[config.mk]
export PLATFORM = sky130hd
export DESIGN_NAME = pdp_fifo
export DESIGN_NICKNAME = d
export VERILOG_FILES = /design/src/rtl/pdp_pkg.sv /design/src/rtl/pdp_fifo.sv
export SDC_FILE = /design/constraint.sdc
export NUM_CORES = 1
export LEC_CHECK = 0
export BUFFER_PORTS_ARGS = -buffer_cell sky130_fd_sc_hd__buf_2
export CAP_MARGIN = 0
export CORE_UTILIZATION = 51
export DETAILED_ROUTE_END_ITERATION = 10
export PLACE_DENSITY_LB_ADDON = 0.05
export SKIP_LAST_GASP = 1
export SLEW_MARGIN = 5
export SYNTH_ARGS = -nofsm -noshare
export SYNTH_HDL_FRONTEND = slang
export SYNTH_SLANG_ARGS = --single-unit
[constraint.sdc]
create_clock -name clk_i -period 1.45 [get_ports clk_i]
set_clock_uncertainty 0.1 [all_clocks]
set_input_delay 0 -clock clk_i [delete_from_list [all_inputs] [get_ports clk_i]]
set_output_delay 0 -clock clk_i [all_outputs]
set_load 0.02 [all_outputs]
[src/rtl/pdp_pkg.sv]
// Shared types, constants and helpers for the pixel delta predictor with escape.
// Used by every module in rtl/; depends on nothing.
package pdp_pkg;

  localparam int unsigned MaxWidthDef = 4096;
  localparam int unsigned QueueDepth  = 4;

  localparam int unsigned CfgIdxW = 2;
  localparam logic [CfgIdxW-1:0] CFG_MAX_VALUE    = 2'd0;
  localparam logic [CfgIdxW-1:0] CFG_IMAGE_WIDTH  = 2'd1;
  localparam logic [CfgIdxW-1:0] CFG_IMAGE_HEIGHT = 2'd2;

  localparam logic [15:0] MaxValueRst    = 16'hFFFF;
  localparam logic [12:0] ImageWidthRst  = 13'd512;
  localparam logic [15:0] ImageHeightRst = 16'd512;

  // Settings the classifier needs
  typedef struct packed {
    logic [12:0] width;
    logic [15:0] height;
    logic [15:0] thr;
  } pdp_cfg_t;

  // One classified pixel on its way to the emitter
  typedef struct packed {
    logic        lead;     // first pixel of frame: send max value first
    logic        escaped;  // send escape code, then raw pixel
    logic [15:0] value;    // residual symbol or raw pixel
    logic        eof;
  } pdp_item_t;

  typedef struct packed {
    logic full;
    logic empty;
  } pdp_q_status_t;

  // All ones up to the top set bit; zero counts as one bit deep
  function automatic logic [15:0] escape_code(input logic [15:0] v);
    logic [15:0] s;
    s = v | (v >> 1);
    s = s | (s >> 2);
    s = s | (s >> 4);
    s = s | (s >> 8);
    if (s == 16'd0) begin
      s = 16'd1;
    end
    return s;
  endfunction

endpackage

[src/rtl/pdp_fifo.sv]
// Short queue of classified pixels between front and back end.
// Depends on pdp_pkg.
module pdp_fifo #(
  parameter int unsigned DEPTH = pdp_pkg::QueueDepth
) (
  input  logic                  clk_i,
  input  logic                  rst_ni,
  input  logic                  push_i,
  input  pdp_pkg::pdp_item_t    item_i,
  input  logic                  pop_i,
  output pdp_pkg::pdp_item_t    item_o,
  output pdp_pkg::pdp_q_status_t status_o
);
  import pdp_pkg::*;

  localparam int unsigned PtrW = (DEPTH > 1) ? $clog2(DEPTH) : 1;
  localparam int unsigned CntW = $clog2(DEPTH + 1);

  pdp_item_t       slots_q [DEPTH];
  logic [PtrW-1:0] wr_q, rd_q;
  logic [CntW-1:0] cnt_q;

  assign status_o.full  = (cnt_q == CntW'(DEPTH));
  assign status_o.empty = (cnt_q == '0);
  assign item_o         = slots_q[rd_q];

  function automatic logic [PtrW-1:0] bump(input logic [PtrW-1:0] p);
    return (p == PtrW'(DEPTH - 1)) ? '0 : p + PtrW'(1);
  endfunction

  always_ff @(posedge clk_i or negedge rst_ni) begin
    if (!rst_ni) begin
      wr_q  <= '0;
      rd_q  <= '0;
      cnt_q <= '0;
    end else begin
      if (push_i) begin
        wr_q <= bump(wr_q);
      end
      if (pop_i) begin
        rd_q <= bump(rd_q);
      end
      if (push_i && !pop_i) begin
        cnt_q <= cnt_q + CntW'(1);
      end else if (pop_i && !push_i) begin
        cnt_q <= cnt_q - CntW'(1);
      end
    end
  end

  always_ff @(posedge clk_i) begin
    if (push_i) begin
      slots_q[wr_q] <= item_i;
    end
  end

endmodule

==> metrics.md <==
| Metric | Value |
|---|---|
| Sequential element share of the synthesized area | 0.7787 |
| Synthesized cell area | 3156 sq um |
| Final worst path period need | 1777 ps |
| CTS tree | yes |
| Worst-path clk slew | 90 ps |
| Synthesized instance count | 136 |
| Pre-antenna DRT Iters | 4 |
| Yosys top cell area share | 0.7232 |
| Full die area | 6506 sq um |
| Leak | 1.660 nW |
| CP max-delay cell | mux4_2 |
| Vias in the first global route | 1749 |
| Pint | 6.102 mW |
| Longest Clk Path Bufs | 2 |
| DRC Markers | 0 |
| Switch share | 0.3006 |
| Total grt overflow | 0 |
| CP max FO | 6 |
| Status | complete, but fails checks |
| Post-synth top cells | edfxtp_1 (76), mux4_2 (18), dfrtp_1 (7) |
| Ant. Diodes | 0 |
| Max Cap Violations | 0 |
| Layout cells sized above 1 | 0.5021 |
| Dpl hpwl | 3.455 mm |
| Worst path required time | 1350 ps |
| Synthesis-to-layout area growth | 43.74% |
| Tcrit/Tclk final | 1.226 |
| Slew headroom | 0.7713 |
| Cell taking the most area after synthesis | edfxtp_1 |
| Gr usage total | 0.1881 |
| Final WS setup | -327.2 ps |
| Initial antenna violation count | 0 |
| Die X | 80.66 um |
| Final WL | 5.964 mm |
| I/O pins | 44 |
| Unrepaired setup endpoints after global routing | yes |
| Setup violations, final | 39 |
| Port buffer count | 43 |
| Final-report hold violation count | 0 |
| CTS root buffer | clkbuf_8 |
| CP Cell Sequence | clkbuf_16 -> mux4_2 -> buf_6 |
| Slowest stage delay, CP | 510 ps |
| Layout Utilization | 0.7616 |
| Pin count of the biggest net entering global routing | 20 |
| Most used DFF post-synth | edfxtp_1 |
| WS Path Type | flip-flop to output pin |
| Post-DRT Antenna Nets | 0 |
| DR vias | 1696 |
| Routed wire per std cell | 18.75 um |
| Core area | 5956 sq um |
| Most common cell in the netlist | edfxtp_1 |
| Rows | 28 |
| Initial DRC count | 110 |
| Die Y | 80.66 um |
| Async SR Flop Fraction | 0.08434 |
| Sum Neg Setup Slack | -6712 ps |
| Unique masters post-synth | 19 |
| GPL Wtd Cong | 0.6949 |
| Total CTS buffers | 9 |
| Count of flip-flops with a built-in enable after synthesis | 76 |
| Pwr dens | 1924 nW/um^2 |
| Net Switching | 2.622 mW |
| Mapped Nets | 166 |
| Fmax | 562.7 MHz |
| Comb pwr share | 0.412 |
| Fillers | 359 |
| Sequential Power Share | 0.378 |
| Initial Utilization | 0.5298 |
| Failing checks | negative setup slack |
| YS warnings | 0 |
| DR vias/cell | 5.333 |
| Clock group share of total power | 0.210 |
| Fin. max-slew vios | 0 |
| Actual slew at the worst max-slew pin | 341.9 ps |
| Synth top area cells | edfxtp_1 (72%), mux4_2 (13%), dfrtp_1 (5.6%), ha_1 (2.4%), mux4_1 (0.83%) |
| Worst setup SP type | flip-flop |
| Synthesized area per cell | 23.20 sq um |
| VDD IR max | 0.001195 V |
| Nets@finish | 268 |
| Setup crit end kind | output pin |
| CTS H-Tree Depth | 3 |
| Worst hold path type | input port to flip-flop |
| Later-pin clock latency in the skew report | 340 ps |
| Arr. time, crit path | 1680 ps |
| Clk sinks | 83 |
| First-pass GRT wire length | 8.466 mm |
| #FFs+latches synth | 83 |
==> cell type report <==
cell class / count / area (sq um) / area share
Inverter: 4 / 20.02 / 0.004414
Timing Repair Buffer: 95 / 1017 / 0.2243
Clock buffer: 9 / 123.9 / 0.02731
Multi-Input combinational cell: 45 / 721.9 / 0.1592
Tap cell: 75 / 93.84 / 0.02069
Clock inverter: 7 / 100.1 / 0.02207
Sequential cell: 83 / 2459 / 0.5421
==> registers in the layout, indices dropped and copies added, names as in the netlist <==
| signal | count |
|---|---|
| slots_q | 76 |
| wr_q | 2 |
| cnt_q | 3 |
| rd_q | 2 |
==> power by group through the flow <==
| stage | clock network, mW | registers [mW] | logic, mW |
|---|---|---|---|
| floorplan | 0 | 3.27 | 1.64 |
| global placement | 0 | 3.30 | 2.52 |
| detailed placement | 0 | 3.33 | 2.58 |
| CTS | 1.86 | 3.28 | 2.99 |
| global route | 1.97 | 3.33 | 3.83 |
| finish | 1.83 | 3.30 | 3.60 |
==> path summary, 6_finish.rpt <==
path,from,end,slack (ps),cells past startpoint
worst max register to register,rd_q[0],rd_q[1],-170,5
worst min-delay path,item_i[17],slots_q[3][17],300,2
worst min register to register,cnt_q[2],cnt_q[2],390,1
max in group asynchronous,rst_ni,rd_q[0],470,3
min in group asynchronous,rst_ni,wr_q[1],510,3
worst max-delay path,rd_q[0],item_o[7],-330,3
==> metrics by stage <==
stage	power [mW]	setup slack, ps	instances	hold slack [ps]	instance area [sq um]
floorplan	4.906	53.35	136	-395.6	3161
global placement	5.818	-11.67	264	-262.8	3642
detailed placement	5.905	-71.31	264	-251.5	3642
CTS	8.125	-332.3	309	281.6	4245
global route	9.136	-379.7	318	283.8	4536
finish	8.724	-327.2	318	295.3	4536
==> per-layer routing <==
metal | track usage | wire length [um] | vias to the layer above
met4 | 0.08750 | 91 | 0
met2 | 0.3119 | 3254 | 45
met3 | 0.04091 | 215 | 10
met1 | 0.2366 | 2403 | 885
met5 | 0 | 0 | -
li1 | - | - | 756
==> cell families (layout without fill, tap and decap cells) <==
kind of cell | Yosys count | after routing | share of synthesized area
flops | 83 | 83 | 0.7787
xor+xnor | 3 | 3 | 0.008328
simple gates | 11 | 11 | 0.01824
mux | 21 | 21 | 0.1439
fa+ha+maj | 7 | 7 | 0.03013
buf+inv | 8 | 115 | 0.01507
compound gates | 3 | 3 | 0.005552
==> what timing repair did <==
action | CTS | global route
gates resized for setup | 24 | 38
endpoints found under the hold margin | 88 | 4
pin swaps | 1 | 4
setup endpoints to repair | 77 | 75
buffers inserted | 4 | 7
hold buffers | 23 | 2
cloned | 2 | 3
==> critical path: cells and delay by family, from the launching register on <==
family	cells	cell delay, ps
buffers and inverters	2	350
DFF	1	480
muxes	1	510
==> cell usage in the layout, fill, tap and decap left out, types with 3 or more instances in the layout <==
cell type / Yosys / final
edfxtp_1: 76 / 76
buf_4: 0 / 10
dfrtp_1: 7 / 6
buf_2: 2 / 25
clkbuf_8: 0 / 9
clkbuf_16: 0 / 3
mux4_2: 18 / 19
buf_12: 0 / 11
buf_6: 2 / 21
and2_4: 0 / 4
ha_4: 0 / 5
dlygate4sd3_1: 0 / 23
Power figures use the tool's default switching activity.
