## src/rtl/pdp_pkg.sv

```systemverilog
// Shared types, constants and helpers for the pixel delta predictor with escape.
// Used by every module in rtl/; depends on nothing.
package pdp_pkg;

  localparam int unsigned MaxWidthDef = 4096;
  localparam int unsigned QueueDepth  = 4;

  localparam int unsigned CfgIdxW = 2;
  localparam logic [CfgIdxW-1:0] CFG_MAX_VALUE    = 2'd0;
  localparam logic [CfgIdxW-1:0] CFG_IMAGE_WIDTH  = 2'd1;
  localparam logic [CfgIdxW-1:0] CFG_IMAGE_HEIGHT = 2'd2;

  localparam logic [15:0] MaxValueRst    = 16'hFFFF;
  localparam logic [12:0] ImageWidthRst  = 13'd512;
  localparam logic [15:0] ImageHeightRst = 16'd512;

  // Settings the classifier needs
  typedef struct packed {
    logic [12:0] width;
    logic [15:0] height;
    logic [15:0] thr;
  } pdp_cfg_t;

  // One classified pixel on its way to the emitter
  typedef struct packed {
    logic        lead;     // first pixel of frame: send max value first
    logic        escaped;  // send escape code, then raw pixel
    logic [15:0] value;    // residual symbol or raw pixel
    logic        eof;
  } pdp_item_t;

  typedef struct packed {
    logic full;
    logic empty;
  } pdp_q_status_t;

  // All ones up to the top set bit; zero counts as one bit deep
  function automatic logic [15:0] escape_code(input logic [15:0] v);
    logic [15:0] s;
    s = v | (v >> 1);
    s = s | (s >> 2);
    s = s | (s >> 4);
    s = s | (s >> 8);
    if (s == 16'd0) begin
      s = 16'd1;
    end
    return s;
  endfunction

endpackage

```

## src/rtl/pdp_back.sv

```systemverilog
// Back end: expands each queued pixel into one to three symbols and holds
// them in the output register. Depends on pdp_pkg.
module pdp_back (
  input  logic               clk_i,
  input  logic               rst_ni,
  input  logic [15:0]        max_value_i,
  input  logic [15:0]        esc_i,
  input  pdp_pkg::pdp_item_t item_i,
  input  logic               q_empty_i,
  output logic               pop_o,
  output logic               symbol_valid_o,
  input  logic               symbol_ready_i,
  output logic [15:0]        symbol_o,
  output logic               last_of_pixel_o,
  output logic               end_of_frame_o
);
  import pdp_pkg::*;

  logic        lead_done_q, esc_done_q;
  logic        out_valid_q;
  logic [15:0] sym_q;
  logic        last_q, eof_q;
  logic        emit;
  logic        send_lead, send_esc;
  logic [15:0] sym_d;

  assign emit      = !q_empty_i && (!out_valid_q || symbol_ready_i);
  assign send_lead = item_i.lead && !lead_done_q;
  assign send_esc  = !send_lead && item_i.escaped && !esc_done_q;
  assign pop_o     = emit && !send_lead && !send_esc;

  always_comb begin
    if (send_lead) begin
      sym_d = max_value_i;
    end else if (send_esc) begin
      sym_d = esc_i;
    end else begin
      sym_d = item_i.value;
    end
  end

  always_ff @(posedge clk_i or negedge rst_ni) begin
    if (!rst_ni) begin
      lead_done_q <= 1'b0;
      esc_done_q  <= 1'b0;
      out_valid_q <= 1'b0;
    end else begin
      if (emit) begin
        out_valid_q <= 1'b1;
        if (pop_o) begin
          lead_done_q <= 1'b0;
          esc_done_q  <= 1'b0;
        end else if (send_lead) begin
          lead_done_q <= 1'b1;
        end else begin
          esc_done_q  <= 1'b1;
        end
      end else if (symbol_ready_i) begin
        out_valid_q <= 1'b0;
      end
    end
  end

  always_ff @(posedge clk_i) begin
    if (emit) begin
      sym_q  <= sym_d;
      last_q <= pop_o;
      eof_q  <= pop_o && item_i.eof;
    end
  end

  assign symbol_valid_o  = out_valid_q;
  assign symbol_o        = sym_q;
  assign last_of_pixel_o = last_q;
  assign end_of_frame_o  = eof_q;

endmodule

```

## config.mk

```make
export PLATFORM = sky130hd
export DESIGN_NAME = pdp_back
export DESIGN_NICKNAME = d
export VERILOG_FILES = /design/src/rtl/pdp_pkg.sv /design/src/rtl/pdp_back.sv
export SDC_FILE = /design/constraint.sdc
export NUM_CORES = 1
export LEC_CHECK = 0
export BUFFER_PORTS_ARGS = -buffer_cell sky130_fd_sc_hd__buf_2
export CORE_MARGIN = 10
export CORE_UTILIZATION = 40
export CTS_BUF_LIST = sky130_fd_sc_hd__clkbuf_16
export DETAILED_ROUTE_END_ITERATION = 7
export GPL_ROUTABILITY_DRIVEN = 0
export HOLD_SLACK_MARGIN = 0.05
export PLACE_DENSITY = 0.86
export SETUP_SLACK_MARGIN = 0.5
export SYNTH_ARGS = -nofsm -noshare
export SYNTH_HDL_FRONTEND = slang
export SYNTH_SLANG_ARGS = --single-unit
```

## constraint.sdc

```tcl
create_clock -name clk_i -period 1.9 [get_ports clk_i]
set_input_delay 0.475 -clock clk_i [delete_from_list [all_inputs] [get_ports clk_i]]
set_output_delay 0.475 -clock clk_i [all_outputs]
set_load 0.01 [all_outputs]
```

==> impl_metrics.ini <==
[outcome]
outcome = finished, final reports clean

[drt]
detail-route-antenna-nets = 0
wl_per_cell_um = 15.8
drt_iter0_drc = 11
viasPerCell = 4.83
via_count = 946
detailedRoute.firstPassIterationCount = 4
totalWireLength_um = 3100
drc = 0

[cells_and_area]
drive_gt1_frac = 0.530
antenna_cells = 0
design.final.nets = 222
stdcell_area_mm2 = 0.00156
fill_cells = 214
synthesis_to_finish_area_growth_pct = 46.4

[floorplanning]
pin_count = 75
floorplan.die.width_um = 71.5
chipHeight_um = 71.5
die_area_mm2 = 0.00512
effective_utilization_at_floorplan = 0.425
core-area_mm2 = 0.00250
placementRows = 18

[setup_path]
worst_setup_path_start_kind = flip-flop
crit_path_end_kind = output pin
rrSetupSlack_ns = 0.55
critical_path.startpoint = symbol_valid_o
required_time_at_the_endpoint_of_the_critical_path_ns = 1.42
worstPathMaxFanout = 2
r2r_cells = 4
worst-endpoint-arrival_ns = 1.11
r2r-start = symbol_valid_o
regToRegEndpoint = end_of_frame_o
timing.setup.critical_path_class = flip-flop to output pin

[logic_synthesis]
mappedNetlistNets = 143
synth.area.top_cells = sky130_fd_sc_hd__edfxtp_1 51%, sky130_fd_sc_hd__mux2i_1 16%, sky130_fd_sc_hd__a21oi_1 8.0%, sky130_fd_sc_hd__dfrtp_1 7.1%, sky130_fd_sc_hd__nor2_1 5.7%
synth.cell_area_mm2 = 0.00106
synth_top_cell_by_area = sky130_fd_sc_hd__edfxtp_1
postSynth.asyncResetShare = 0.143
seq_area_frac_synth = 0.580
cell_with_the_most_instances_after_synthesis = sky130_fd_sc_hd__edfxtp_1
synth_enable_flop_cells = 18
yosys_register_bits = 21
share_of_the_synthesized_area_in_the_top_cell_type = 0.509
yosys_warnings = 0
syn-mean-instance-area_um2 = 12.1
netlist_top_cells_count = 18 x sky130_fd_sc_hd__edfxtp_1, 17 x sky130_fd_sc_hd__a21oi_1, 17 x sky130_fd_sc_hd__mux2i_1
number_of_cells_produced_by_synthesis = 88
yosysUniqueCellTypes = 15
primary_ff_master_synth = sky130_fd_sc_hd__edfxtp_1

[grt]
grt_util_all_layers = 0.116
antenna_found_initial = 0
grt_start_max_net_pins = 34
grt_first_pass_wirelength_um = 4890
grt_pass1_vias = 1116
grt_remaining_overflow = 0

[hold_path]
hold_path_end = symbol_valid_o
timing.hold.worst_path_depth = 2
hold_path.class = input port to flip-flop
worstHoldStart = q_empty_i

[clock_tree]
cts_tree = built
tritoncts.num_buffers = 3
path_clk_slew_ns = 0.06
cts-root-to-sink-buffers = 2
clock-sinks = 21
h-tree-depth = 1
clock-root-buffer = sky130_fd_sc_hd__clkbuf_16
clock_latency_ns = 0.25

[timing]
rsz0062_at_grt = true
maxSlewViolCount = 0
fmax_mhz = 629
finalHoldWorstSlack_ns = 0.401
finalHoldViolCount = 0
final.setup.tns_ns = 0
period_share = 0.836
timing.max_slew.rel_slack = 0.781
finalWorstPathRequiredPeriod_ns = 1.59
worst_clock_skew_ns = 0.00215
setup_viol_count_final = 0
max_slew.worst_pin.slew_ns = 0.328

[power_and_ir_drop]
power_leakage_uw = 0.000796
power.ir.vdd_worst_mv = 0.704
pwr_density_mw_per_mm2 = 1030

[placed_design]
dp_hpwl_um = 2520
placed_area_mm2 = 0.00143
numPortBuffers = 74

[run]
drv_cap = 0
==> power by group <==
group | switching (µW) | internal, µW
clock network | 145 | 280
logic | 281 | 253
registers | 24.6 | 616
==> routing by layer <==
| layer | vias up | share of wire | track usage |
|---|---|---|---|
| li1 | 472 | - | - |
| met1 | 432 | 0.35 | 0.0998 |
| met2 | 40 | 0.55 | 0.233 |
| met3 | 2 | 0.096 | 0.0551 |
| met4 | 0 | 0.0032 | 0.0194 |
| met5 | - | 0 | 0 |
==> cell type report <==
type                    count  area [µm²]  area share
well taps                  30        37.5      0.0241
repair buffers             80         418       0.269
multi-input cells          59         398       0.256
clock buffers               3        75.1      0.0483
flip-flops and latches     21         616       0.396
clock inverters             1        3.75     0.00241
inverters                   2        7.51     0.00483
==> flip-flops by register name (all words and copies together), names as in the netlist <==
name and count:
lead_done_q 1, symbol_o 16, esc_done_q 1, last_of_pixel_o 1, end_of_frame_o 1, symbol_valid_o 1
==> worst max-delay path by stage <==
| stage | end | cells after the start |
|---|---|---|
| floorplan | pop_o | 4 |
| global placement | pop_o | 5 |
| detailed placement | pop_o | 5 |
| CTS | pop_o | 4 |
| global route | pop_o | 4 |
| finish | pop_o | 4 |
==> cells by family after synthesis <==
family          Yosys count  share of synthesized area
mux                      17                      0.160
flops                    21                      0.580
buf+inv                   8                     0.0636
simple gates             23                      0.105
compound gates           19                     0.0919
==> metrics by stage <==
stage / instances / setup WS, ns / power, µW / utilization
after floorplan: 88 / 0.502 / 1030 / -
after global placement: 187 / 0.342 / 1120 / 0.572
after detailed placement: 187 / 0.282 / 1150 / 0.572
after CTS: 196 / 0.317 / 1620 / 0.622
after global routing: 196 / 0.270 / 1700 / 0.622
final: 196 / 0.311 / 1600 / 0.622
==> worst max-delay path, stage by stage, from the launching register on <==
cell and delay [ns]:
sky130_fd_sc_hd__dfrtp_1 0.38, sky130_fd_sc_hd__nand2b_1 0.11, sky130_fd_sc_hd__nand3_2 0.10, sky130_fd_sc_hd__a21oi_2 0.13, sky130_fd_sc_hd__buf_2 0.15
==> placed cells by master (no fill, tap or decap) <==
cell type                       instances
sky130_fd_sc_hd__buf_2                 74
sky130_fd_sc_hd__edfxtp_1              18
sky130_fd_sc_hd__mux2i_1               17
sky130_fd_sc_hd__nor2_1                16
sky130_fd_sc_hd__a21oi_1               16
sky130_fd_sc_hd__buf_4                  5
sky130_fd_sc_hd__inv_1                  3
sky130_fd_sc_hd__clkbuf_16              3
sky130_fd_sc_hd__dfrtp_1                3
sky130_fd_sc_hd__nand2b_4               2
sky130_fd_sc_hd__a31oi_1                2
sky130_fd_sc_hd__nand2b_1               1
sky130_fd_sc_hd__and2_4                 1
sky130_fd_sc_hd__nand3_2                1
sky130_fd_sc_hd__a21oi_2                1
sky130_fd_sc_hd__and4_2                 1
sky130_fd_sc_hd__nand2_1                1
sky130_fd_sc_hd__dlygate4sd3_1          1
==> what timing repair did <==
| item | in CTS | in global routing |
|---|---|---|
| endpoints found under the setup margin | 1 | 1 |
| buffers inserted | 4 | 0 |
| hold buffers | 1 | 0 |
| hold endpoints to repair | 3 | 0 |
| pin swaps | 1 | 0 |
| resized for setup | 1 | 0 |
Note: power is estimated with default switching activity, not from simulation.
